`config.mk`:
```
export PLATFORM = sky130hd
export DESIGN_NAME = line_edit_buffer
export DESIGN_NICKNAME = d
export VERILOG_FILES = /design/src/rtl/leb_pkg.sv /design/src/rtl/line_edit_buffer.sv
export SDC_FILE = /design/constraint.sdc
export NUM_CORES = 2
export LEC_CHECK = 0
export BUFFER_PORTS_ARGS = -buffer_cell sky130_fd_sc_hd__buf_4
export CAP_MARGIN = 25
export CORE_ASPECT_RATIO = 0.7
export CORE_UTILIZATION = 40
export DETAILED_ROUTE_END_ITERATION = 16
export PLACE_DENSITY = 0.61
export SETUP_SLACK_MARGIN = 0.3
export SYNTH_ARGS = -nofsm -noshare
export SYNTH_HDL_FRONTEND = slang
export SYNTH_SLANG_ARGS = --single-unit
```
`constraint.sdc`:
```
create_clock -name i_clk -period 5.55 [get_ports i_clk]
set_input_delay 0.555 -clock i_clk [delete_from_list [all_inputs] [get_ports i_clk]]
set_output_delay 0.555 -clock i_clk [all_outputs]
set_load 0.01 [all_outputs]
```
`src/rtl/leb_pkg.sv`:
```
// Package for the line edit buffer: buffer size, derived widths, operation
// and status codes, and the input and result item structs.
// No dependencies.
package leb_pkg;

    localparam int BUFFER_SIZE = 256;
    localparam int ADDR_W      = $clog2(BUFFER_SIZE);
    // width used to compare 8-bit request fields against the held count
    localparam int CMP_W       = (ADDR_W > 8) ? ADDR_W : 8;

    localparam logic [2:0] OP_INSERT = 3'd0;
    localparam logic [2:0] OP_REMOVE = 3'd1;
    localparam logic [2:0] OP_CLEAR  = 3'd2;
    localparam logic [2:0] OP_SETCUR = 3'd3;
    localparam logic [2:0] OP_READ   = 3'd4;

    localparam logic [1:0] ST_OK    = 2'd0;
    localparam logic [1:0] ST_FULL  = 2'd1;
    localparam logic [1:0] ST_RANGE = 2'd2;

    typedef struct packed {
        logic [2:0] operation;
        logic [7:0] character;
        logic [7:0] remove_position;
        logic [7:0] new_cursor;
        logic [7:0] read_index;
    } t_in_item;

    typedef struct packed {
        logic [1:0] status;
        logic [7:0] line_length;
        logic [7:0] cursor_pos;
        logic [7:0] read_byte;
    } t_out_item;

endpackage

```
`src/rtl/line_edit_buffer.sv`:
```
// Line edit buffer: 256-byte line store with cursor, insert/remove with tail
// shift, clear, set cursor and read back. Uses leb_pkg.
// One item at a time: the tail shift moves one byte per read state and write
// state pair through the single read and single write port of the line store.
// Reset (sync, active low) clears length, cursor and the handshake state; the
// line store is not cleared, since only bytes below the length are ever read.
module line_edit_buffer (
    input  logic               i_clk,
    input  logic               i_rst_n,
    input  logic               i_in_valid,
    output logic               o_in_stall,
    input  leb_pkg::t_in_item  i_in,
    output logic               o_out_valid,
    input  logic               i_out_stall,
    output leb_pkg::t_out_item o_out
);

    localparam logic [3:0] S_IDLE    = 4'd0;
    localparam logic [3:0] S_INS_RD  = 4'd1;
    localparam logic [3:0] S_INS_WR  = 4'd2;
    localparam logic [3:0] S_INS_PUT = 4'd3;
    localparam logic [3:0] S_REM_RD  = 4'd4;
    localparam logic [3:0] S_REM_WR  = 4'd5;
    localparam logic [3:0] S_REM_END = 4'd6;
    localparam logic [3:0] S_RD_WAIT = 4'd7;
    localparam logic [3:0] S_RD_GET  = 4'd8;
    localparam logic [3:0] S_DONE    = 4'd9;

    logic [7:0] r_mem [leb_pkg::BUFFER_SIZE];
    logic [7:0] r_rdata;

    logic [3:0]                 r_state,  n_state;
    logic [leb_pkg::ADDR_W-1:0] r_count,  n_count;
    logic [leb_pkg::ADDR_W-1:0] r_cursor, n_cursor;
    logic [leb_pkg::ADDR_W-1:0] r_idx,    n_idx;
    logic [leb_pkg::ADDR_W-1:0] r_pos,    n_pos;
    logic [7:0]                 r_ch,     n_ch;
    logic [1:0]                 r_status, n_status;
    logic [7:0]                 r_rbyte,  n_rbyte;
    logic                       r_out_valid, n_out_valid;
    leb_pkg::t_out_item         r_out,    n_out;

    logic                       we;
    logic [leb_pkg::ADDR_W-1:0] waddr;
    logic [7:0]                 wdata;
    logic [leb_pkg::ADDR_W-1:0] raddr;
    logic [leb_pkg::ADDR_W-1:0] idx_dec, idx_inc;
    logic [leb_pkg::CMP_W-1:0]  cnt_x, rpos_x, ncur_x, ridx_x;

    assign idx_dec = r_idx - leb_pkg::ADDR_W'(1);
    assign idx_inc = r_idx + leb_pkg::ADDR_W'(1);
    assign raddr   = (r_state == S_INS_RD) ? idx_dec : r_idx;

    assign cnt_x  = leb_pkg::CMP_W'(r_count);
    assign rpos_x = leb_pkg::CMP_W'(i_in.remove_position);
    assign ncur_x = leb_pkg::CMP_W'(i_in.new_cursor);
    assign ridx_x = leb_pkg::CMP_W'(i_in.read_index);

    assign o_in_stall  = (r_state != S_IDLE);
    assign o_out_valid = r_out_valid;
    assign o_out       = r_out;

    // line store: one write and one registered read per cycle
    always_ff @(posedge i_clk) begin
        if (we) begin
            r_mem[waddr] <= wdata;
        end
        r_rdata <= r_mem[raddr];
    end

    always_comb begin
        n_state     = r_state;
        n_count     = r_count;
        n_cursor    = r_cursor;
        n_idx       = r_idx;
        n_pos       = r_pos;
        n_ch        = r_ch;
        n_status    = r_status;
        n_rbyte     = r_rbyte;
        n_out       = r_out;
        n_out_valid = r_out_valid && i_out_stall;
        we          = 1'b0;
        waddr       = r_idx;
        wdata       = r_rdata;

        case (r_state)
            S_IDLE: begin
                if (i_in_valid) begin
                    n_status = leb_pkg::ST_OK;
                    n_rbyte  = 8'd0;
                    n_ch     = i_in.character;
                    n_state  = S_DONE;
                    case (i_in.operation)
                        leb_pkg::OP_INSERT: begin
                            if (32'(r_count) + 32'd1 >= 32'(leb_pkg::BUFFER_SIZE)) begin
                                n_status = leb_pkg::ST_FULL;
                            end else begin
                                n_idx   = r_count;
                                n_state = (r_count > r_cursor) ? S_INS_RD : S_INS_PUT;
                            end
                        end
                        leb_pkg::OP_REMOVE: begin
                            if (rpos_x == '0 || rpos_x > cnt_x) begin
                                n_status = leb_pkg::ST_RANGE;
                            end else begin
                                n_idx   = leb_pkg::ADDR_W'(rpos_x);
                                n_pos   = leb_pkg::ADDR_W'(rpos_x);
                                n_state = (rpos_x < cnt_x) ? S_REM_RD : S_REM_END;
                            end
                        end
                        leb_pkg::OP_CLEAR: begin
                            n_count  = '0;
                            n_cursor = '0;
                        end
                        leb_pkg::OP_SETCUR: begin
                            n_cursor = (ncur_x > cnt_x) ? r_count
                                                        : leb_pkg::ADDR_W'(ncur_x);
                        end
                        leb_pkg::OP_READ: begin
                            if (ridx_x < cnt_x) begin
                                n_idx   = leb_pkg::ADDR_W'(ridx_x);
                                n_state = S_RD_WAIT;
                            end else begin
                                n_status = leb_pkg::ST_RANGE;
                            end
                        end
                        default: ;
                    endcase
                end
            end
            // shift right: store[i] = store[i-1] for i from length down to cursor+1
            S_INS_RD: n_state = S_INS_WR;
            S_INS_WR: begin
                we      = 1'b1;
                waddr   = r_idx;
                n_idx   = idx_dec;
                n_state = (idx_dec > r_cursor) ? S_INS_RD : S_INS_PUT;
            end
            S_INS_PUT: begin
                we       = 1'b1;
                waddr    = r_cursor;
                wdata    = r_ch;
                n_count  = r_count + leb_pkg::ADDR_W'(1);
                n_cursor = r_cursor + leb_pkg::ADDR_W'(1);
                n_state  = S_DONE;
            end
            // shift left: store[i-1] = store[i] for i from pos to length-1
            S_REM_RD: n_state = S_REM_WR;
            S_REM_WR: begin
                we      = 1'b1;
                waddr   = idx_dec;
                n_idx   = idx_inc;
                n_state = (idx_inc < r_count) ? S_REM_RD : S_REM_END;
            end
            S_REM_END: begin
                n_count = r_count - leb_pkg::ADDR_W'(1);
                if (r_pos <= r_cursor) begin
                    n_cursor = r_cursor - leb_pkg::ADDR_W'(1);
                end
                n_state = S_DONE;
            end
            S_RD_WAIT: n_state = S_RD_GET;
            S_RD_GET: begin
                n_rbyte = r_rdata;
                n_state = S_DONE;
            end
            S_DONE: begin
                if (!r_out_valid || !i_out_stall) begin
                    n_out.status      = r_status;
                    n_out.line_length = 8'(r_count);
                    n_out.cursor_pos  = 8'(r_cursor);
                    n_out.read_byte   = r_rbyte;
                    n_out_valid       = 1'b1;
                    n_state           = S_IDLE;
                end
            end
            default: n_state = S_IDLE;
        endcase
    end

    always_ff @(posedge i_clk) begin
        if (!i_rst_n) begin
            r_state     <= S_IDLE;
            r_count     <= '0;
            r_cursor    <= '0;
            r_out_valid <= 1'b0;
        end else begin
            r_state     <= n_state;
            r_count     <= n_count;
            r_cursor    <= n_cursor;
            r_out_valid <= n_out_valid;
        end
    end

    always_ff @(posedge i_clk) begin
        r_idx    <= n_idx;
        r_pos    <= n_pos;
        r_ch     <= n_ch;
        r_status <= n_status;
        r_rbyte  <= n_rbyte;
        r_out    <= n_out;
    end

    a_cursor_in_line: assert property (@(posedge i_clk) disable iff (!i_rst_n)
        r_cursor <= r_count)
        else $error("cursor beyond line length");

    a_count_bound: assert property (@(posedge i_clk) disable iff (!i_rst_n)
        32'(r_count) < leb_pkg::BUFFER_SIZE)
        else $error("length reached buffer size");

    a_busy_after_accept: assert property (@(posedge i_clk) disable iff (!i_rst_n)
        (i_in_valid && !o_in_stall) |=> (r_state != S_IDLE))
        else $error("accepted item produced no work");

    a_insert_grows: assert property (@(posedge i_clk) disable iff (!i_rst_n)
        (r_state == S_INS_PUT) |=> (r_count == $past(r_count) + leb_pkg::ADDR_W'(1)))
        else $error("insert did not grow the line");

endmodule
```
* Word level (Yosys, flattened, before mapping)
Memories as Yosys holds them, arrays and structs flattened. A register that Yosys moved wholly into a read port is not among the register bits. Index checks and enable logic that the tools add are counted.
Storage, ports and cells: register bits after elaboration 81, RAM bits 2048, output and inout bits 28, logic and storage cells 114, memories kept 1
Memory list:
- r_mem | depth 256, bits a word 8, read ports 1, clocked after Yosys merged registers in 1, wr ports 1, RTL line line_edit_buffer.sv:29 | logic [7:0] r_mem [leb_pkg::BUFFER_SIZE];
Operators by class: $add $sub $neg 7, magnitude comparators 9, equality and inequality tests 22, muxes and demuxes 39, bitwise logic cells 1, reductions and logical operators 22
Operators by type and width (count):
- 2-to-1 mux 8 bit | 12
- one-hot mux 8 bit (3 select lines) | 4
- one-hot mux 8 bit (2 select lines) | 3
- greater-than comparator 8 bit | 4
- one-hot mux 4 bit (8 select lines) | 1
- adder 8 x 1 -> 8 bit, second input constant | 3
- < comparator 8 bit | 3
- subtractor 8 x 1 -> 8 bit, second input constant | 3
- 2-to-1 mux 4 bit | 5
- == test 4 x 3 -> 1 bit, second input constant | 4
- 2-to-1 mux 2 bit | 6
- one-hot mux 4 bit (3 select lines) | 1
- adder 8 x 1 -> 9 bit, second input constant | 1
- >= comparator 9 bit, second input constant | 1
- != test 3 bit, second input constant | 3
- == test 4 x 2 -> 1 bit, second input constant | 2
- == test 4 bit, second input constant | 2
- less-or-equal comparator 8 bit | 1
- zero test 8 bit | 1
- AND reduction 2 bit | 4
- AND reduction 4 bit | 2
- == test 3 x 2 -> 1 bit, second input constant | 2
- 2-to-1 mux 1 bit | 6
- != test 2 bit, second input constant | 3
- 19 further kinds | 23

* Logic depth before layout (Yosys ltp)
word-level depth 6, mapped depth 19, gate-level depth less buffers 12

* Worst setup path after synthesis
No wires, ideal clock.
kind register -> register, from register r_idx[0] (netlist bit), to memory r_mem[160][0] (enable), library setup time 0.370 ns, arrival time 4.143 ns, setup slack 1.037 ns, stages on the path, launching flop included 17, path buffers 7, clock period less this slack 4.513 ns, cell sequence edfxtp_1 buf_2 buf_4 inv_1 clkbuf_1 clkbuf_1 buf_1 ha_1 buf_2 or3b_2 nor3_1 o21ai_0 a221o_1 nor2_1 nand2_1 clkbuf_1 nor2_1
Between the ends: cells in the longest elaborated chain, start to end 2
Ends and longest elaborated chain:
- from (decl) | RTL line line_edit_buffer.sv:35 | logic [leb_pkg::ADDR_W-1:0] r_idx, n_idx;
- from (signal assigned) | RTL line line_edit_buffer.sv:196 | r_idx <= n_idx;
- subtractor 8 x 1 -> 8 bit | RTL line line_edit_buffer.sv:50 | assign idx_dec = r_idx - leb_pkg::ADDR_W'(1);
- one-hot mux 8 bit (2 select lines) (*) | RTL line line_edit_buffer.sv:86 | case (r_state)
- to (decl) | RTL line line_edit_buffer.sv:29
Every way passes the cells marked *; elsewhere a longest branch is shown, timed or not.

* Final worst setup path
from register r_state[0], to register r_rdata[1], read port of r_mem
Between the ends: cells in the longest elaborated chain, start to end 2
Ends and longest elaborated chain:
- from (decl) | RTL line line_edit_buffer.sv:32 | logic [3:0] r_state, n_state;
- from (signal assigned) | RTL line line_edit_buffer.sv:188 | r_state <= n_state;
- == test 4 x 1 -> 1 bit | RTL line line_edit_buffer.sv:52 | assign raddr = (r_state == S_INS_RD) ? idx_dec : r_idx;
- 2-to-1 mux 8 bit | RTL line line_edit_buffer.sv:52
- to (decl) | RTL line line_edit_buffer.sv:30 | logic [7:0] r_rdata;
No other way between the ends. A chain may end at the register's enable or synchronous reset.

==> results.sh <==
export IMPL_final_common_cell="edfxtp_1"
export IMPL_core_um2=239900
export IMPL_cts_root_buf="clkbuf_16"
export IMPL_rsz0062_at_grt="true"
export IMPL_netSwitchingPower_mw=19.38
export IMPL_period_needed_ns=5.270
export IMPL_outcome="completed"
export IMPL_async_reset_ff_frac=0
export IMPL_p_leak_nw=35.06
export IMPL_viasPerCell=6.553
export IMPL_final_core_util=0.4532
export IMPL_die_w_um=590.4
export IMPL_routed_wl_met2_um=132400
export IMPL_cp_arrival_ns=5.99
export IMPL_hold_violations=0
export IMPL_row_count=150
export IMPL_relSlewSlack=0.2064
export IMPL_drive_above_1_share=0.1411
export IMPL_pin_count=67
export IMPL_nets=7041
export IMPL_path_clk_slew_ns=0.07
export IMPL_cts_setup_buffers=0
export IMPL_routedWlPerCell_um=31.26
export IMPL_drc=0
export IMPL_initial_core_util=0.4042
export IMPL_fill_cells=21045
export IMPL_dp_hpwl_um=200400
export IMPL_dpl_worst_slack_ns=0.3078
export IMPL_wl_met3_um=45960
export IMPL_critPathKind="reg2reg"
export IMPL_grt_max_degree=155
export IMPL_cap_violations=0
export IMPL_synth_seq_cells=2137
export IMPL_setup_viol=0
export IMPL_p_comb_frac=0.347
export IMPL_finClkSkew_ns=0.06167
export IMPL_avgSynthCellArea_um2=14.05
export IMPL_mostFrequentLayoutCells="2108 x edfxtp_1, 695 x mux2i_1, 566 x nor2_1"
export IMPL_synth_seq_area_share=0.6590
export IMPL_area_delta_synth_final_pct=12.14
export IMPL_wl_met1_um=133400
export IMPL_pwr_share_clk=0.260
export IMPL_dieArea_um2=244400
export IMPL_synth_main_ff_cell="edfxtp_1"
export IMPL_io_buffers=66
export IMPL_cp_end_kind="flip-flop"
export IMPL_topRoutingLayerUsed="met5"
export IMPL_ys_types=83
export IMPL_cts_buffers=203
export IMPL_power_density_nw_per_um2=481.4
export IMPL_drtAntennaViolNets=0
export IMPL_vias=67382
export IMPL_h_tree_depth=4
export IMPL_path_max_fanout=38
export IMPL_grt_use_total=0.2550
export IMPL_fin_ws_ns=0.2800
export IMPL_dr_first_iter_drc_count=10503
export IMPL_syn_area_um2=96940
export IMPL_hold_path_class="in2reg"
export IMPL_switching_share=0.3703
export IMPL_fmax_mhz=189.8
export IMPL_die_h_um=413.9
export IMPL_seq_power_share=0.393
export IMPL_syn_num_nets=7009
export IMPL_maxSlewViolCount=0
export IMPL_worst_pin_slew_ns=1.190
export IMPL_synth_cells=6900
export IMPL_total_power_mw=52.33
export IMPL_antenna_found_initial=12
export IMPL_first_global_vias=63025
export IMPL_crit_required_ns=6.27
export IMPL_peakVddDrop_mv=0.5331
export IMPL_gp_congestion=0.9450
export IMPL_stdcell_count=10282
export IMPL_dr_pass1_iters=6
export IMPL_grt_overflow=0
export IMPL_grt_pass1_wl_um=453900
export IMPL_period_share=0.9496
export IMPL_cts_sinks=2137
export IMPL_whs_ns=0.04595
export IMPL_synth_edf_count=2108
export IMPL_cts_max_path_buffers=4
export IMPL_tritoncts="done"
export IMPL_dp_cells=9888
export IMPL_cp_start_kind="flip-flop"
export IMPL_totalWireLength_um=321400
export IMPL_yosys_warnings=0
export IMPL_insertion_delay_ns=0.87
export IMPL_p_int_mw=32.95
-- worst max-delay path: stages, from the launching register on --
cell	delay [ns]
dfxtp_1	0.52
or4b_4	0.76
or3_1	0.50
nand2_8	0.40
buf_12	0.35
buf_4	0.36
nor2_1	0.09
o21ai_0	0.63
o311ai_0	0.34
buf_4	0.27
nor4_4	0.67
nor4_1	0.14
-- cells by family (layout without fill, tap and decap cells) --
family / after synthesis / in the layout / synth area share
AOI/OAI and AO/OA: 1933 / 1933 / 0.1414
buffers and inverters: 632 / 820 / 0.02834
xor gates and xnor gates: 24 / 24 / 0.002168
other: 0 / 2 / 0
muxes: 965 / 965 / 0.1063
and+or+nand+nor: 1139 / 1139 / 0.05369
DFF: 2137 / 2137 / 0.6590
adders and majority gates: 70 / 70 / 0.009190
-- stage by stage --
stage                     setup TNS (ns)  area, µm²
after floorplan                        0      96940
after global placement           -0.1256     102100
after detailed placement               0     102200
after CTS                              0     108600
after global routing                   0     108700
final                                  0     108700
-- sequential cells by signal, indices dropped and copies added, names as in the netlist --
| register | flops |
|---|---|
| r_state | 4 |
| o_out | 26 |
| r_status | 2 |
| r_mem | 2048 |
| r_rbyte | 8 |
| o_out_valid | 1 |
| r_ch | 8 |
| r_rdata | 8 |
| cnt_x | 8 |
| r_cursor | 8 |
| r_idx | 8 |
| r_pos | 8 |
-- repair_timing --
action                                  4_1_cts  5_1_grt
endpoints found under the setup margin        1       56
hold buffers                                 19        0
pin swaps                                     0        0
hold endpoints to repair                     29        0
gates resized for setup                       1        2
-- metal layers --
layer,up-vias,GRT usage
li1,28298,-
met1,34343,0.3664
met2,4145,0.3591
met3,586,0.09149
met4,10,0.07555
met5,-,0
-- cell usage after synthesis, types with 20 or more instances --
cell | n | area, µm²
o22ai_1 | 515 | 3222
dfxtp_1 | 29 | 580.6
nand2_1 | 118 | 442.9
o21ai_0 | 241 | 1206
mux4_2 | 26 | 585.6
edfxtp_1 | 2108 | 63300
a21o_1 | 20 | 150.1
a211oi_1 | 81 | 608.1
or2_2 | 23 | 143.9
ha_1 | 68 | 850.8
inv_1 | 46 | 172.7
a21oi_1 | 135 | 675.7
a221oi_1 | 146 | 1279
nor4_1 | 123 | 769.5
o221ai_1 | 346 | 3030
clkbuf_1 | 309 | 1160
nor2_1 | 574 | 2155
o2111ai_1 | 29 | 254.0
nor3_1 | 159 | 795.8
buf_1 | 49 | 183.9
nand2b_1 | 22 | 137.6
nand3_1 | 44 | 220.2
o211ai_1 | 72 | 540.5
buf_2 | 201 | 1006
buf_4 | 21 | 157.7
mux2_2 | 241 | 2714
mux2i_1 | 695 | 6957
a22oi_1 | 209 | 1569
-- cell type report --
type                       count  area [µm²]  share of cell area
timing repair buffer         413        3789             0.03485
sequential                  2137       63880              0.5877
antenna                        2       5.005          0.00004604
multi-input combinational   4131       30640              0.2819
clock inverter               117       885.9            0.008149
inverter                      46       180.2            0.001657
clock buffer                 244        5329             0.04902
tap                         3192        3994             0.03674
-- power by group through the flow --
| stage | clock network, mW | logic (mW) | registers [mW] |
|---|---|---|---|
| after floorplan | 0 | 9.97 | 21.0 |
| after global placement | 0 | 17.3 | 20.9 |
| after detailed placement | 0 | 17.6 | 20.9 |
| after CTS | 13.7 | 17.6 | 20.6 |
| after global routing | 14.2 | 18.8 | 20.6 |
| final | 13.6 | 18.1 | 20.6 |
-- path summary, 6_finish.rpt --
check / cells after the start / to / startpoint / slack (ns)
worst max-delay path: 11 / r_rdata[1] / r_state[0] / 0.28
worst min-delay path: 3 / r_state[0] / i_in_valid / 0.05
worst max register to register: 11 / r_rdata[1] / r_state[0] / 0.28
worst min register to register: 0 / o_out[3] / r_rbyte[3] / 0.42
Power figures use the tool's default switching activity.
